### src/hw/rtl/aibs_pkg.sv
// ----------------------------------------------------------------------------
// aibs_pkg
// Shared types, codes and helpers of the aligned image buffer size block.
// ----------------------------------------------------------------------------
package aibs_pkg;

    localparam int FMT_W    = 3;
    localparam int BATCH_W  = 9;
    localparam int CHAN_W   = 3;
    localparam int DIM_W    = 14;
    localparam int TOTAL_W  = 40;
    localparam int STATUS_W = 2;
    localparam int ALIGN_W  = 4;
    localparam int STRIDE_W = 34;
    localparam int NSTG     = 7;

    localparam logic [FMT_W-1:0] FMT_YUV420     = 3'd0;
    localparam logic [FMT_W-1:0] FMT_NV12       = 3'd1;
    localparam logic [FMT_W-1:0] FMT_RGB_PLANAR = 3'd2;
    localparam logic [FMT_W-1:0] FMT_PACKED     = 3'd3;

    localparam logic [STATUS_W-1:0] ST_OK          = 2'd0;
    localparam logic [STATUS_W-1:0] ST_UNSUPPORTED = 2'd1;
    localparam logic [STATUS_W-1:0] ST_YUV_CHAN    = 2'd2;

    localparam logic [CHAN_W-1:0] YUV_CHANNELS = 3'd3;

    localparam logic [1:0] REG_LUMA_ROW = 2'd0;
    localparam logic [1:0] REG_ROW      = 2'd1;
    localparam logic [1:0] REG_PLANE    = 2'd2;

    localparam logic [ALIGN_W-1:0] ALIGN_RESET = 4'd6;

    localparam logic [TOTAL_W-1:0] TOTAL_MAX = {TOTAL_W{1'b1}};

    typedef struct packed {
        logic [ALIGN_W-1:0] luma_row;
        logic [ALIGN_W-1:0] row;
        logic [ALIGN_W-1:0] plane;
    } t_align_cfg;

    function automatic logic [STRIDE_W-1:0] round_to_align(input logic [STRIDE_W-1:0] x,
                                                           input logic [ALIGN_W-1:0] k);
        logic [STRIDE_W-1:0] m;
        m = (STRIDE_W'(1) << k) - STRIDE_W'(1);
        return (x + m) & ~m;
    endfunction

endpackage

### src/hw/rtl/aibs_if.sv
// ----------------------------------------------------------------------------
// aibs_if
// Valid/ready channels for size queries and size results.
// ----------------------------------------------------------------------------
interface aibs_in_if;
    import aibs_pkg::*;

    logic                valid;
    logic                ready;
    logic [FMT_W-1:0]    format_class;
    logic [BATCH_W-1:0]  batch_count;
    logic [CHAN_W-1:0]   channel_count;
    logic [DIM_W-1:0]    height;
    logic [DIM_W-1:0]    width;

    modport source (output valid, format_class, batch_count, channel_count, height, width,
                    input ready);
    modport sink   (input valid, format_class, batch_count, channel_count, height, width,
                    output ready);
endinterface

interface aibs_out_if;
    import aibs_pkg::*;

    logic                valid;
    logic                ready;
    logic [TOTAL_W-1:0]  total_bytes;
    logic [STATUS_W-1:0] status;

    modport source (output valid, total_bytes, status, input ready);
    modport sink   (input valid, total_bytes, status, output ready);
endinterface

### src/hw/rtl/aligned_image_buffer_size.sv
// ----------------------------------------------------------------------------
// aligned_image_buffer_size
// Byte size of a batch of aligned yuv / rgb image buffers, with alignment
// exponents in apb registers.
// ----------------------------------------------------------------------------
// channel   dir  fields
// i_req     in   format_class, batch_count, channel_count, height, width
// o_rsp     out  total_bytes, status
// apb       in   luma_row_align_log2, row_align_log2, plane_align_log2
//
// one transfer per cycle sustained while o_rsp is ready; each result
// passes through the seven register stages of the pipe before o_rsp offers it
// reset clears all stage valid bits and loads 6 into every alignment register
// a stalled output holds its stage; upstream stages keep filling any empty
// slot, so i_req.ready drops only with all seven stages full
// ----------------------------------------------------------------------------
module aligned_image_buffer_size (
    input  logic        i_clk,
    input  logic        i_rst_n,
    input  logic        psel,
    input  logic        penable,
    input  logic        pwrite,
    input  logic [3:0]  paddr,
    input  logic [31:0] pwdata,
    output logic [31:0] prdata,
    output logic        pready,
    aibs_in_if.sink     i_req,
    aibs_out_if.source  o_rsp
);
    import aibs_pkg::*;

    t_align_cfg r_cfg;
    logic       w_wr;
    logic [1:0] w_idx;

    assign pready = 1'b1;
    assign w_wr   = psel && penable && pwrite;
    assign w_idx  = paddr[3:2];

    always_ff @(posedge i_clk) begin
        if (!i_rst_n) begin
            r_cfg.luma_row <= ALIGN_RESET;
            r_cfg.row      <= ALIGN_RESET;
            r_cfg.plane    <= ALIGN_RESET;
        end else if (w_wr) begin
            unique case (w_idx)
                REG_LUMA_ROW: r_cfg.luma_row <= pwdata[ALIGN_W-1:0];
                REG_ROW:      r_cfg.row      <= pwdata[ALIGN_W-1:0];
                REG_PLANE:    r_cfg.plane    <= pwdata[ALIGN_W-1:0];
                default: ;
            endcase
        end
    end

    always_comb begin
        unique case (w_idx)
            REG_LUMA_ROW: prdata = {28'd0, r_cfg.luma_row};
            REG_ROW:      prdata = {28'd0, r_cfg.row};
            REG_PLANE:    prdata = {28'd0, r_cfg.plane};
            default:      prdata = '0;
        endcase
    end

    aibs_pipe u_pipe (
        .i_clk   (i_clk),
        .i_rst_n (i_rst_n),
        .i_cfg   (r_cfg),
        .s_in    (i_req),
        .m_out   (o_rsp)
    );

endmodule

### src/hw/rtl/aibs_pipe.sv
// ----------------------------------------------------------------------------
// aibs_pipe
// Seven stage size pipeline: row widths, row-by-height products, plane
// rounding, stride select, batch product, saturation.
// ----------------------------------------------------------------------------
module aibs_pipe (
    input  logic                 i_clk,
    input  logic                 i_rst_n,
    input  aibs_pkg::t_align_cfg i_cfg,
    aibs_in_if.sink              s_in,
    aibs_out_if.source           m_out
);
    import aibs_pkg::*;

    logic [NSTG:1] r_v;
    logic [NSTG:1] w_en;

    // stage 1: aligned row widths
    logic [FMT_W-1:0]    r1_fmt;
    logic [BATCH_W-1:0]  r1_n;
    logic [CHAN_W-1:0]   r1_c;
    logic [DIM_W-1:0]    r1_h;
    logic [DIM_W-2:0]    r1_hh;
    logic [15:0]         r1_yw;
    logic [15:0]         r1_cwh;
    logic [15:0]         r1_cwf;
    logic [17:0]         r1_row;
    logic [STATUS_W-1:0] r1_st;
    logic [STATUS_W-1:0] n1_st;
    logic [16:0]         n1_wc;
    logic [STRIDE_W-1:0] n1_yw;
    logic [STRIDE_W-1:0] n1_cwh;
    logic [STRIDE_W-1:0] n1_cwf;
    logic [STRIDE_W-1:0] n1_row;

    // stage 2: products with height
    logic [FMT_W-1:0]    r2_fmt;
    logic [BATCH_W-1:0]  r2_n;
    logic [CHAN_W-1:0]   r2_c;
    logic [STATUS_W-1:0] r2_st;
    logic [31:0]         r2_m1;
    logic [28:0]         r2_m2;
    logic [17:0]         n2_sel1;
    logic [15:0]         n2_sel2;

    // stage 3: first plane rounding
    logic [FMT_W-1:0]    r3_fmt;
    logic [BATCH_W-1:0]  r3_n;
    logic [CHAN_W-1:0]   r3_c;
    logic [STATUS_W-1:0] r3_st;
    logic [31:0]         r3_m1;
    logic [28:0]         r3_m2;
    logic [STRIDE_W-1:0] r3_u;

    // stage 4: second plane
    logic [FMT_W-1:0]    r4_fmt;
    logic [BATCH_W-1:0]  r4_n;
    logic [CHAN_W-1:0]   r4_c;
    logic [STATUS_W-1:0] r4_st;
    logic [31:0]         r4_m1;
    logic [28:0]         r4_m2;
    logic [STRIDE_W-1:0] r4_u;
    logic [STRIDE_W-1:0] r4_v;

    // stage 5: stride per image
    logic [BATCH_W-1:0]  r5_n;
    logic [STATUS_W-1:0] r5_st;
    logic [STRIDE_W-1:0] r5_stride;
    logic [STRIDE_W-1:0] n5_stride;

    // stage 6: batch product
    logic [STATUS_W-1:0] r6_st;
    logic [BATCH_W+STRIDE_W-1:0] r6_prod;

    // stage 7: result register
    logic [TOTAL_W-1:0]  r7_total;
    logic [STATUS_W-1:0] r7_st;

    always_comb begin
        w_en[NSTG] = !r_v[NSTG] || m_out.ready;
        for (int k = NSTG - 1; k >= 1; k--) begin
            w_en[k] = !r_v[k] || w_en[k+1];
        end
    end

    always_ff @(posedge i_clk) begin
        if (!i_rst_n) begin
            r_v <= '0;
        end else begin
            if (w_en[1]) begin
                r_v[1] <= s_in.valid;
            end
            for (int k = 2; k <= NSTG; k++) begin
                if (w_en[k]) begin
                    r_v[k] <= r_v[k-1];
                end
            end
        end
    end

    always_comb begin
        if (s_in.format_class > FMT_PACKED) begin
            n1_st = ST_UNSUPPORTED;
        end else if (s_in.format_class == FMT_YUV420 && s_in.channel_count != YUV_CHANNELS) begin
            n1_st = ST_YUV_CHAN;
        end else begin
            n1_st = ST_OK;
        end
        n1_wc  = {3'd0, s_in.width} * {14'd0, s_in.channel_count};
        n1_yw  = round_to_align(STRIDE_W'(s_in.width), i_cfg.luma_row);
        n1_cwh = round_to_align(STRIDE_W'(s_in.width[DIM_W-1:1]), i_cfg.row);
        n1_cwf = round_to_align(STRIDE_W'(s_in.width), i_cfg.row);
        n1_row = round_to_align(STRIDE_W'(n1_wc), i_cfg.row);
    end

    always_ff @(posedge i_clk) begin
        if (w_en[1]) begin
            r1_fmt <= s_in.format_class;
            r1_n   <= s_in.batch_count;
            r1_c   <= s_in.channel_count;
            r1_h   <= s_in.height;
            r1_hh  <= s_in.height[DIM_W-1:1];
            r1_yw  <= n1_yw[15:0];
            r1_cwh <= n1_cwh[15:0];
            r1_cwf <= n1_cwf[15:0];
            r1_row <= n1_row[17:0];
            r1_st  <= n1_st;
        end
    end

    always_comb begin
        case (r1_fmt)
            FMT_RGB_PLANAR: n2_sel1 = {2'd0, r1_cwf};
            FMT_PACKED:     n2_sel1 = r1_row;
            default:        n2_sel1 = {2'd0, r1_yw};
        endcase
        n2_sel2 = (r1_fmt == FMT_YUV420) ? r1_cwh : r1_cwf;
    end

    always_ff @(posedge i_clk) begin
        if (w_en[2]) begin
            r2_fmt <= r1_fmt;
            r2_n   <= r1_n;
            r2_c   <= r1_c;
            r2_st  <= r1_st;
            r2_m1  <= {18'd0, r1_h} * {14'd0, n2_sel1};
            r2_m2  <= {16'd0, r1_hh} * {13'd0, n2_sel2};
        end
    end

    always_ff @(posedge i_clk) begin
        if (w_en[3]) begin
            r3_fmt <= r2_fmt;
            r3_n   <= r2_n;
            r3_c   <= r2_c;
            r3_st  <= r2_st;
            r3_m1  <= r2_m1;
            r3_m2  <= r2_m2;
            r3_u   <= round_to_align(STRIDE_W'(r2_m1), i_cfg.plane);
        end
    end

    always_ff @(posedge i_clk) begin
        if (w_en[4]) begin
            r4_fmt <= r3_fmt;
            r4_n   <= r3_n;
            r4_c   <= r3_c;
            r4_st  <= r3_st;
            r4_m1  <= r3_m1;
            r4_m2  <= r3_m2;
            r4_u   <= r3_u;
            r4_v   <= round_to_align(r3_u + STRIDE_W'(r3_m2), i_cfg.plane);
        end
    end

    always_comb begin
        case (r4_fmt)
            FMT_YUV420:     n5_stride = round_to_align(r4_v + STRIDE_W'(r4_m2), i_cfg.plane);
            FMT_NV12:       n5_stride = r4_v;
            FMT_RGB_PLANAR: n5_stride = r4_u * STRIDE_W'(r4_c);
            default:        n5_stride = STRIDE_W'(r4_m1);
        endcase
    end

    always_ff @(posedge i_clk) begin
        if (w_en[5]) begin
            r5_n      <= r4_n;
            r5_st     <= r4_st;
            r5_stride <= n5_stride;
        end
    end

    always_ff @(posedge i_clk) begin
        if (w_en[6]) begin
            r6_st   <= r5_st;
            r6_prod <= {{STRIDE_W{1'b0}}, r5_n} * {{BATCH_W{1'b0}}, r5_stride};
        end
    end

    always_ff @(posedge i_clk) begin
        if (w_en[7]) begin
            r7_st <= r6_st;
            if (r6_st != ST_OK) begin
                r7_total <= '0;
            end else if (r6_prod > {{(BATCH_W+STRIDE_W-TOTAL_W){1'b0}}, TOTAL_MAX}) begin
                r7_total <= TOTAL_MAX;
            end else begin
                r7_total <= r6_prod[TOTAL_W-1:0];
            end
        end
    end

    assign s_in.ready        = w_en[1];
    assign m_out.valid       = r_v[NSTG];
    assign m_out.total_bytes = r7_total;
    assign m_out.status      = r7_st;

    a_err_zero : assert property (@(posedge i_clk) disable iff (!i_rst_n)
        m_out.valid && m_out.status != ST_OK |-> m_out.total_bytes == '0)
        else $error("error result with nonzero size");

    a_full_stall : assert property (@(posedge i_clk) disable iff (!i_rst_n)
        !s_in.ready |-> m_out.valid && !m_out.ready && (&r_v))
        else $error("input stalled while pipeline has room");

    a_status_code : assert property (@(posedge i_clk) disable iff (!i_rst_n)
        m_out.valid |-> m_out.status == ST_OK || m_out.status == ST_UNSUPPORTED
                        || m_out.status == ST_YUV_CHAN)
        else $error("illegal status code");

    a_reset_empty : assert property (@(posedge i_clk)
        $past(!i_rst_n) |-> !m_out.valid)
        else $error("result valid right after reset");

endmodule
### src/flat_wrapper.sv
// flat-port wrapper written by rule: the top's interface ports become plain ports
module aligned_image_buffer_size_flat import aibs_pkg::*;
  (i_clk, i_rst_n, psel, penable, pwrite, paddr, pwdata, prdata, pready, i_req_valid, i_req_format_class, i_req_batch_count, i_req_channel_count, i_req_height, i_req_width, i_req_ready, o_rsp_valid, o_rsp_total_bytes, o_rsp_status, o_rsp_ready);
  aibs_in_if i_req_i ();
  aibs_out_if o_rsp_i ();
  input  logic i_clk;
  input  logic i_rst_n;
  input  logic psel;
  input  logic penable;
  input  logic pwrite;
  input  logic [3:0] paddr;
  input  logic [31:0] pwdata;
  output logic [31:0] prdata;
  output logic pready;
  input wire logic [$bits(i_req_i.valid)-1:0] i_req_valid;
  input wire logic [$bits(i_req_i.format_class)-1:0] i_req_format_class;
  input wire logic [$bits(i_req_i.batch_count)-1:0] i_req_batch_count;
  input wire logic [$bits(i_req_i.channel_count)-1:0] i_req_channel_count;
  input wire logic [$bits(i_req_i.height)-1:0] i_req_height;
  input wire logic [$bits(i_req_i.width)-1:0] i_req_width;
  output wire logic [$bits(i_req_i.ready)-1:0] i_req_ready;
  output wire logic [$bits(o_rsp_i.valid)-1:0] o_rsp_valid;
  output wire logic [$bits(o_rsp_i.total_bytes)-1:0] o_rsp_total_bytes;
  output wire logic [$bits(o_rsp_i.status)-1:0] o_rsp_status;
  input wire logic [$bits(o_rsp_i.ready)-1:0] o_rsp_ready;
  assign i_req_i.valid = i_req_valid;
  assign i_req_i.format_class = i_req_format_class;
  assign i_req_i.batch_count = i_req_batch_count;
  assign i_req_i.channel_count = i_req_channel_count;
  assign i_req_i.height = i_req_height;
  assign i_req_i.width = i_req_width;
  assign i_req_ready = i_req_i.ready;
  assign o_rsp_valid = o_rsp_i.valid;
  assign o_rsp_total_bytes = o_rsp_i.total_bytes;
  assign o_rsp_status = o_rsp_i.status;
  assign o_rsp_i.ready = o_rsp_ready;
  aligned_image_buffer_size u_core (.i_clk(i_clk), .i_rst_n(i_rst_n), .psel(psel), .penable(penable), .pwrite(pwrite), .paddr(paddr), .pwdata(pwdata), .prdata(prdata), .pready(pready), .i_req(i_req_i), .o_rsp(o_rsp_i));
endmodule
### config.mk
export PLATFORM = sky130hd
export DESIGN_NAME = aligned_image_buffer_size_flat
export DESIGN_NICKNAME = d
export VERILOG_FILES = /design/src/hw/rtl/aibs_pkg.sv /design/src/hw/rtl/aibs_if.sv /design/src/hw/rtl/aligned_image_buffer_size.sv /design/src/hw/rtl/aibs_pipe.sv /design/src/flat_wrapper.sv
export SDC_FILE = /design/constraint.sdc
export NUM_CORES = 2
export LEC_CHECK = 0
export CAP_MARGIN = 10
export CORE_AREA = 2 2 482 484
export DETAILED_ROUTE_END_ITERATION = 12
export DIE_AREA = 0 0 484 486
export DONT_BUFFER_PORTS = 1
export GPL_ROUTABILITY_DRIVEN = 0
export PLACE_DENSITY = 0.34
export SYNTH_ARGS = -nofsm -noshare
export SYNTH_HDL_FRONTEND = slang
export SYNTH_SLANG_ARGS = --single-unit
### constraint.sdc
create_clock -name i_clk -period 18.8 [get_ports i_clk]
set_input_delay 1.88 -clock i_clk [delete_from_list [all_inputs] [get_ports i_clk]]
set_output_delay 1.88 -clock i_clk [all_outputs]
set_load 0.02 [all_outputs]
==> run_results.csv <==
group,metric,value,unit
run_status,status,"completed",
timing,tightest_slew,1.18,ns
drt,dr.pass1.iters,7,
worst_hold_path,hold_path_depth,0,
timing,skew,0.0370,ns
drt,drcViolationCount,0,
timing,hold_viol,0,
finish,drive_gt1_share,4.77,%
grt,grt_pass1_vias,42282,
clocking,post_cts_buffers,0,
critical_path,worst-r2r-cell-count,22,
yosys,post_synth.cell_area_avg,10.0,sq um
die,die_h,486,microns
flow_run,drv_cap,0,
timing,max_freq,0.117,GHz
yosys,yosys.area.top_type,"edfxtp_1",
yosys,synth_top_area_share,29.6,%
critical_path,arrival,8.96,ns
die,dieArea,0.235,sq mm
grt,track_usage,13.4,%
yosys,async_reset_ff_share,0,%
critical_path,cp_max_fo,32,
yosys,ys_types,91,
die,io_pins,163,
critical_path,reg2reg_slack,10.29,ns
worst_hold_path,min_path_type,"flip-flop to flip-flop",
drt,ant_nets,0,
die,die_width,484,microns
grt,antenna_found_initial,5,
clocking,clockBufferDepth,3,
clocking,cts_buffers,83,
yosys,synth_ff_type,"edfxtp_1",
timing,grt_setup_unrepaired,"no",
yosys,synth-simple-area-share,13.9,%
yosys,netlist_top_cells_area,"edfxtp_1 (30%), fa_1 (24%), ha_1 (9.4%)",
critical_path,worst-setup-path-type,"flip-flop to flip-flop",
drt,via_per_inst,4.34,
die,initial_core_util,25.0,%
grt,grt_pass1_wl,246000,microns
yosys,synthAdderAreaFrac,33.5,%
timing,fin_crit_sh,45.3,%
yosys,synth_top_family_by_area,"adder cells",
die,core,0.229,sq mm
die,row_count,176,
yosys,seq_area_frac_synth,30.3,%
yosys,synth_most_common_cell,"inv_1",
timing,finalSetupViolations,0,
critical_path,cp-end-kind,"flip-flop",
yosys,synth_area,0.0573,sq mm
yosys,synth_seq_cells,584,
yosys,synth-xor-area-share,3.17,%
timing,slew_headroom,21.5,%
clocking,cts_num_sinks,584,
yosys,synth_common_cells,"inv_1 (908), nand2_1 (794), fa_1 (689)",
timing,period_needed,8.51,ns
clocking,cts_hold_buffers,0,
clocking,cts_tree,"yes",
placement,io_buffer_count,0,
yosys,ys.warnings.count,0,
critical_path,critPathLaunchType,"flip-flop",
grt,grt_overflow,0,
finish,multi_input_area,0.0356,sq mm
drt,vias,38100,
finish,nets,6882,
clocking,path_clk_slew,0.06,ns
drt,wirelength,156000,microns
yosys,postSynthCellCount,5724,
yosys,synth-edff-count,565,
critical_path,required,19.25,ns
finish,area_growth,11.0,%
drt,wire_per_inst,17.8,microns
grt,grt_max_degree,66,
timing,setup_tns,0,ns
finish,fillCellCount,24322,
drt,drtIter0Drc,1348,
clocking,htreeDepth,3,
yosys,synth_compound_gate_area_share,10.0,%
clocking,ctsRootBufferMaster,"clkbuf_16",
placement,place_hpwl,125000,microns
clocking,worstSkewPairLatency,0.72,ns
finish,register_area,0.0173,sq mm
clocking,cts_resized,0,
timing,slew_violations,0,
yosys,muxShareOfSynthArea,1.17,%
## metal layers
layer	share of wire [%]	up-vias	track usage [%]
li1	-	18555	-
met1	48	19021	17.6
met2	48	356	23.3
met5	0.0051	-	0
met3	2.1	166	1.53
met4	2.3	2	3.39
## path summary, 6_finish.rpt
path / from / end
setup reg to reg: u_core.u_pipe.r1_fmt[2] / u_core.u_pipe.r2_m1[29]
hold / removal: u_core.u_pipe.r2_m2[18] / u_core.u_pipe.r3_m2[18]
hold reg to reg: u_core.u_pipe.r2_m2[18] / u_core.u_pipe.r3_m2[18]
setup / recovery: u_core.u_pipe.r1_fmt[2] / u_core.u_pipe.r2_m1[29]
## cell families (layout without fill, tap and decap cells)
| kind of cell | Yosys count | count (layout) |
|---|---|---|
| AO/OA/AOI/OAI | 877 | 877 |
| XOR/XNOR | 207 | 207 |
| adder cells (fa/ha/maj) | 1120 | 1120 |
| buffers and inverters | 1171 | 1141 |
| flip-flops | 584 | 584 |
| multiplexers | 65 | 65 |
| other | 2 | 53 |
| AND/OR/NAND/NOR | 1698 | 1698 |
## flip-flops by register name, summed over array words and instances (netlist names), 12 cells and up
name and cells:
u_core.u_pipe.r6_prod 43, u_core.u_pipe.m_out.total_bytes 40, u_core.u_pipe.r3_u 34, u_core.u_pipe.r4_u 34, u_core.u_pipe.r4_v 34, u_core.u_pipe.r5_stride 34
u_core.u_pipe.r2_m1 32, u_core.u_pipe.r3_m1 32, u_core.u_pipe.r4_m1 32, u_core.u_pipe.r2_m2 29, u_core.u_pipe.r3_m2 29, u_core.u_pipe.r4_m2 29
u_core.u_pipe.r1_row 18, u_core.u_pipe.r1_cwf 16, u_core.u_pipe.r1_cwh 16, u_core.u_pipe.r1_yw 16, u_core.u_pipe.r1_h 14, u_core.r_cfg 12
## per-stage QoR
step                      std cells  setup WS, ns  hold WS (ns)  util [%]  instance area [sq um]
after global placement         8615         10.11         0.403      26.5                  60800
after detailed placement       8615         10.11         0.405      26.5                  60800
after global routing           8771          9.81         0.422      27.7                  63600
after CTS                      8767         10.10         0.408      27.7                  63500
final                          8771         10.29         0.401      27.7                  63600
after floorplan                5773         11.47         0.400         -                  57400
## critical path, cell delays in order, from the launching register on
cell and delay (ns):
edfxtp_1 0.49, nand2b_1 0.19, buf_4 0.25, o21ai_2 0.86, nand2_1 0.19, fa_1 0.55
fa_1 0.52, inv_1 0.05, fa_1 0.55, fa_1 0.44, fa_1 0.50, inv_1 0.05
fa_1 0.47, inv_1 0.04, ha_1 0.39, nand4_1 0.13, nor2_1 0.19, nand2_1 0.20
a2111oi_0 0.86, nor3_1 0.22, o21ai_0 0.63, nor4b_1 0.13, a211o_1 0.30
## cell type report
cell class	instances	share of cell area [%]
diodes	2	0.00787
clock buffers	101	3.46
clock inverters	51	0.866
inverters	911	5.39
multi-input cells	4018	56.1
flip-flops and latches	584	27.3
well taps	3026	5.96
repair buffers	78	0.984
## cell usage in the layout (no fill, tap or decap), types with 22 or more instances in the layout
master     instances
inv_1            904
xnor2_1          131
nor3_1            62
and3_1            35
a31oi_1           23
a211oi_1          31
ha_1             431
xor2_1            76
nor2_1           242
buf_4             76
nand4_1           22
o21bai_1          29
o21a_1            87
conb_1            51
nor2b_1           57
and2_1           311
a21oi_1          231
mux2i_1           48
clkbuf_16         85
o21ai_0          165
fa_1             689
nand3_1           52
edfxtp_1         565
nand2b_1          39
nand2_1          791
nor3b_1           22
a21o_1           115
Power is left out: the tool's default activity adds up to more than one toggle a clock period on the data nets, which glitch-free logic cannot reach.
